===== src/rtl/dnsd_ram.sv =====
// ----------------------------------------------------------------------------
// Generic single-port-write RAM
// One write port and one read port, read data registered.
// ----------------------------------------------------------------------------
module dnsd_ram #(
	parameter int WIDTH = 8,
	parameter int DEPTH = 512,
	localparam int AW = (DEPTH > 1) ? $clog2(DEPTH) : 1
) (
	input  logic             clk,
	input  logic             wr_en,
	input  logic [AW-1:0]    wr_addr,
	input  logic [WIDTH-1:0] wr_data,
	input  logic [AW-1:0]    rd_addr,
	output logic [WIDTH-1:0] rd_data
);

	logic [WIDTH-1:0] mem_q [DEPTH];

	// Write port and registered read port.
	always_ff @(posedge clk) begin
		if (wr_en) begin
			mem_q[wr_addr] <= wr_data;
		end
		rd_data <= mem_q[rd_addr];
	end

endmodule


===== config.mk =====
export PLATFORM = sky130hd
export DESIGN_NAME = dnsd_ram
export DESIGN_NICKNAME = d
export VERILOG_FILES = /design/src/rtl/dnsd_ram.sv
export SDC_FILE = /design/constraint.sdc
export NUM_CORES = 2
export LEC_CHECK = 0
export BUFFER_PORTS_ARGS = -buffer_cell sky130_fd_sc_hd__buf_2
export CORE_ASPECT_RATIO = 1.1
export CORE_MARGIN = 1.5
export CORE_UTILIZATION = 40
export CTS_CLUSTER_SIZE = 20
export DETAILED_ROUTE_END_ITERATION = 10
export MAX_ROUTING_LAYER = met4
export PLACE_DENSITY = 0.61
export SYNTH_ARGS = -nofsm -noshare
export SYNTH_HDL_FRONTEND = slang
export SYNTH_SLANG_ARGS = --single-unit

===== constraint.sdc =====
create_clock -name clk -period 3.3 [get_ports clk]
set_clock_uncertainty 0.1 [all_clocks]
set_input_delay 0.495 -clock clk [delete_from_list [all_inputs] [get_ports clk]]
set_output_delay 0.495 -clock clk [all_outputs]
set_load 0.02 [all_outputs]

==> After elaboration in Yosys (flattened, before gate mapping) <==
Memory sizes are Yosys's and may differ from the RTL's. A register that Yosys moved wholly into a read port is not among the register bits.
Index checks and enable logic that the tools add are counted.
W data, S select, Z words.
{ "totals": {"word_cells": 3, "ram_bits": 4096, "reg_bits": 0, "out_inout_bits": 8, "memories": 1, "input_bits": 28} }
{ "classes": {"n_mux": 2} }
{ "memory_table": {"columns": ["name", "depth", "word_bits", "rd", "rd_ports_with_merged_regs", "write_ports", "line", "text"], "rows": [
  ["mem_q", 512, 8, 1, 1, 1, "18", "logic [WIDTH-1:0] mem_q [DEPTH];"]
]} }
{ "ops": {"columns": ["op", "count"], "rows": [
  ["$mux W1", 2]
]} }

==> Logic depth before layout (Yosys ltp) <==
{ "logic_depth": {"ltp_word": 2, "mapped_depth": 12, "mapped_depth_nobuf": 7} }

==> Worst setup path after synthesis <==
No wires, ideal clock.
{ "synth_path": {"path_kind": "in2reg", "from": "input rd_addr[0]", "to": "register rd_data[0] (read register of mem_q)", "path_slack_ps": 733, "t_arrival_ps": 2349, "stages": 10, "path_buffers": 4, "cell_sequence": "buf_4 -> buf_12 -> buf_12 -> buf_2 -> mux4_2 -> o21ai_0 -> nand3_1 -> nand4_1 -> o21ai_0 -> o2111a_1"} }
{ "synth_lines": {"columns": ["item", "line", "text"], "rows": [
  ["start, declared", "14", "input logic [AW-1:0] rd_addr,"],
  ["end, declared", "15", "output logic [WIDTH-1:0] rd_data"]
]} }

==> results.py <==
metrics = {
    "outcome": {
        "status": "finished with violations",
        "violations": "setup timing",
    },
    "synth": {
        "synthAdderAreaFrac": 0,
        "netlist_area_mm2": 0.160,
        "synthSimpleGateAreaFrac": 0.0263,
        "muxShareOfSynthArea": 0.142,
        "async_flop_share": 0,
        "syn_area_per_cell_um2": 19.9,
        "synth_ff_type": "edfxtp_1",
        "synth_edf_count": 4096,
        "ys_ff_latch": 4104,
        "synth_top_family_by_area": "multiplexers",
        "synth-xor-area-share": 0,
        "synth_cells": 8030,
        "syn_nets": 8058,
        "ys_types": 51,
        "yosysSeqAreaShare": 0.770,
        "synth_compound_area_frac": 0.0431,
        "yosysWarnings": 0,
    },
    "power_and_ir_drop": {
        "power_frac_seq": 0.527,
        "p_int_w": 0.0855,
        "vdd_drop_max_mv": 0.590,
        "clkPwrFrac": 0.418,
        "power_switching_w": 0.0234,
        "power_density_mw_per_mm2": 581,
        "p_leak_nw": 61.1,
        "switching_share": 0.215,
        "power_w": 0.109,
        "p_comb_frac": 0.054,
    },
    "setup_path": {
        "cpPeakStageDelay_ns": 0.60,
        "crit_arrival_ns": 4.20,
        "rrSetupSlack_ns": 0.02,
        "setup.worst_path.start": "rd_addr[0]",
        "start_kind": "input pin",
        "timing.critical_path.cells": "buf_12 -> buf_12 -> buf_4 -> mux2i_1 -> o221ai_1 -> a21oi_1 -> nor4_1 -> nand4_1 -> nor4_4 -> buf_4 -> o2111a_1",
        "cp_slowest_cell": "nor4_4",
        "cp_max_fo": 16,
        "critPathKind": "input pin to flop",
        "cp.required_ns": 4.12,
        "crit_path_end_kind": "flop",
        "r2r-start": "mem_q[43][4]$_DFFE_PP_",
        "r2r.worst_path.cells": 9,
        "worstReg2RegEnd": "rd_data[4]$_DFF_P_",
        "critPathCapture": "rd_data[4]$_DFF_P_",
    },
    "detailed_routing": {
        "drt_iter0_markers": 8941,
        "drtAntennaViolNets": 0,
        "drtPass1Iterations": 5,
        "vias": 84500,
        "drc_errors": 0,
        "viasPerCell": 5.75,
        "routed_wl_um": 428000,
        "drt-wirelength-per-cell_um": 29.2,
    },
    "global_route": {
        "antenna_found_initial": 22,
        "grt_pass1_wl_um": 615000,
        "grt_overflow": 0,
        "grt_use_total": 0.216,
        "grt_pass1_vias": 85600,
        "grt_max_degree": 123,
    },
    "clock_network": {
        "cts_tree": "built",
        "cts_setup_buffers": 0,
        "h-tree-depth": 5,
        "numCtsBuffers": 398,
        "cts_root_buf": "clkbuf_16",
        "clock_sinks": 4104,
        "clk_latency_ns": 0.99,
        "cts_buffer_depth": 4,
        "cts.clk_slew.worst_paths_ns": 0.06,
    },
    "sta": {
        "setup_slack_ns": -0.0769,
        "hold_viol_final": 0,
        "tightest_slew_ns": 1.38,
        "period_share": 1.02,
        "finalCriticalPeriod_ns": 3.38,
        "drv_slew": 0,
        "timing.fmax_ghz": 0.296,
        "timing.slew.headroom": 0.0676,
        "rsz0062_at_grt": "false",
        "setup_violations": 1,
    },
    "die": {
        "die_w_um": 606,
        "core_mm2": 0.398,
        "fp.dieH_um": 666,
        "die-area_mm2": 0.404,
        "rows": 243,
        "ios": 36,
        "start_util": 0.402,
    },
    "final_layout": {
        "fillers": 32600,
        "layout_commonest_cell": "edfxtp_1",
        "finalNetCount": 9099,
        "area_growth_pct": 17.3,
        "layout_common_cells": "edfxtp_1, buf_4, mux2i_1",
        "drive_above_1_share": 0.257,
        "instances_no_fill": 14700,
    },
    "place": {
        "placed_cells": 13900,
        "dp_hpwl_um": 281000,
        "gp_congestion": 0.936,
        "port-buffer-count": 35,
    },
    "min_path": {
        "min_path_type": "input pin to flop",
    },
    "flow_run": {
        "cap_violations": 0,
    },
}
==> cells by family (layout without fill, tap and decap cells) <==
group / Yosys count / after routing
mux: 1451 / 1451
simple gates: 980 / 980
buf+inv: 516 / 1892
other cells: 0 / 12
flops: 4104 / 4104
compound gates: 979 / 979
==> critical path, delay by kind of cell <==
| family | cells | cell delay (ns) |
|---|---|---|
| mux | 1 | 0.15 |
| compound gates | 3 | 0.80 |
| simple gates | 3 | 1.69 |
| buf+inv | 4 | 0.96 |
==> synthesized netlist by cell type, drive strengths merged (2+ instances only) <==
library cell,instances,area share
and3,4,0.00016
a2111oi,3,0.00016
mux2i,797,0.050
a21oi,194,0.0061
or2,5,0.00020
nor4,36,0.0014
a22oi,61,0.0029
nand2,111,0.0026
nor3b,8,0.00038
o311ai,6,0.00033
a31oi,2,0.000078
dfxtp,8,0.0010
or3,6,0.00023
buf,248,0.012
a22o,5,0.00027
nor3,109,0.0034
o211ai,2,0.000094
nor2,597,0.014
a211o,2,0.00011
o221ai,372,0.020
o22ai,163,0.0064
o41ai,7,0.00038
a211oi,17,0.00080
and2,20,0.00078
nor2b,6,0.00023
inv,3,0.000070
edfxtp,4096,0.77
nand4,32,0.0013
o21ai,119,0.0037
and3b,4,0.00022
o2111a,8,0.00056
mux4,654,0.092
o22a,3,0.00016
o31ai,13,0.00061
clkbuf,265,0.0062
nand3,36,0.0011
nand2b,4,0.00016
==> worst min-delay path by stage <==
| stage | start | to | slack, ns | cells after the start |
|---|---|---|---|---|
| 4_1_cts | wr_addr[1] | mem_q[311][1]$_DFFE_PP_ | 0.14 | 4 |
| 6_report | wr_addr[1] | mem_q[295][5]$_DFFE_PP_ | 0.19 | 4 |
| 3_5_place_dp | wr_data[0] | mem_q[146][0]$_DFFE_PP_ | 0.86 | 1 |
| 2_1_floorplan | wr_data[0] | mem_q[0][0]$_DFFE_PP_ | 0.49 | 0 |
| 3_3_place_gp | wr_data[0] | mem_q[146][0]$_DFFE_PP_ | 0.86 | 1 |
| 5_1_grt | wr_addr[1] | mem_q[311][1]$_DFFE_PP_ | 0.19 | 4 |
==> sequential cells by signal, summed over array words and instances (netlist names) <==
register  count
rd_data       8
mem_q      4096
==> power groups by stage <==
stage          Clock (W)  Combinational, W  Sequential (W)
5_1_grt           0.0481           0.00617          0.0574
3_3_place_gp           0           0.00580          0.0586
4_1_cts           0.0462           0.00592          0.0575
6_report          0.0456           0.00591          0.0575
2_1_floorplan          0           0.00273          0.0586
3_5_place_dp           0           0.00589          0.0586
==> metrics by stage <==
stage                     worst slack (ns)   util  cell area, um^2  TNS [ns]  hold slack, ns
after global routing               0.00782  0.471           188000         0           0.190
after global placement               -1.25  0.438           174000     -5.70           0.855
after floorplan                      0.733      -           160000         0           0.494
after CTS                           0.0227  0.471           187000         0           0.136
after detailed placement             -1.39  0.438           174000     -6.08           0.863
final                              -0.0769  0.471           188000   -0.0769           0.195
==> metal layers <==
metal / vias up / track usage / part of all wire / routed length, um
li1: 35600 / - / - / -
met1: 44600 / 0.279 / 0.40 / 170000
met2: 3631 / 0.349 / 0.49 / 212000
met3: 730 / 0.0312 / 0.072 / 30700
met4: 0 / 0.0755 / 0.038 / 16100
met5: - / - / 0 / 0
==> area by class of cell <==
cell class / count / area [um^2] / share of cell area
clock inverters: 256 / 2510 / 0.0134
inverters: 3 / 18.8 / 0.000100
clock buffers: 479 / 10500 / 0.0560
repair buffers: 1154 / 10700 / 0.0571
diodes: 12 / 30.0 / 0.000160
multi-input cells: 3410 / 34000 / 0.181
well taps: 5267 / 6590 / 0.0351
flip-flops and latches: 4104 / 123000 / 0.657
==> timing repair <==
action                     4_1_cts  5_1_grt
hold endpoints to repair       311        0
resized for setup                5        0
hold buffers                     8        0
setup endpoints to repair        2        0
(Power assumes the default switching activity.)
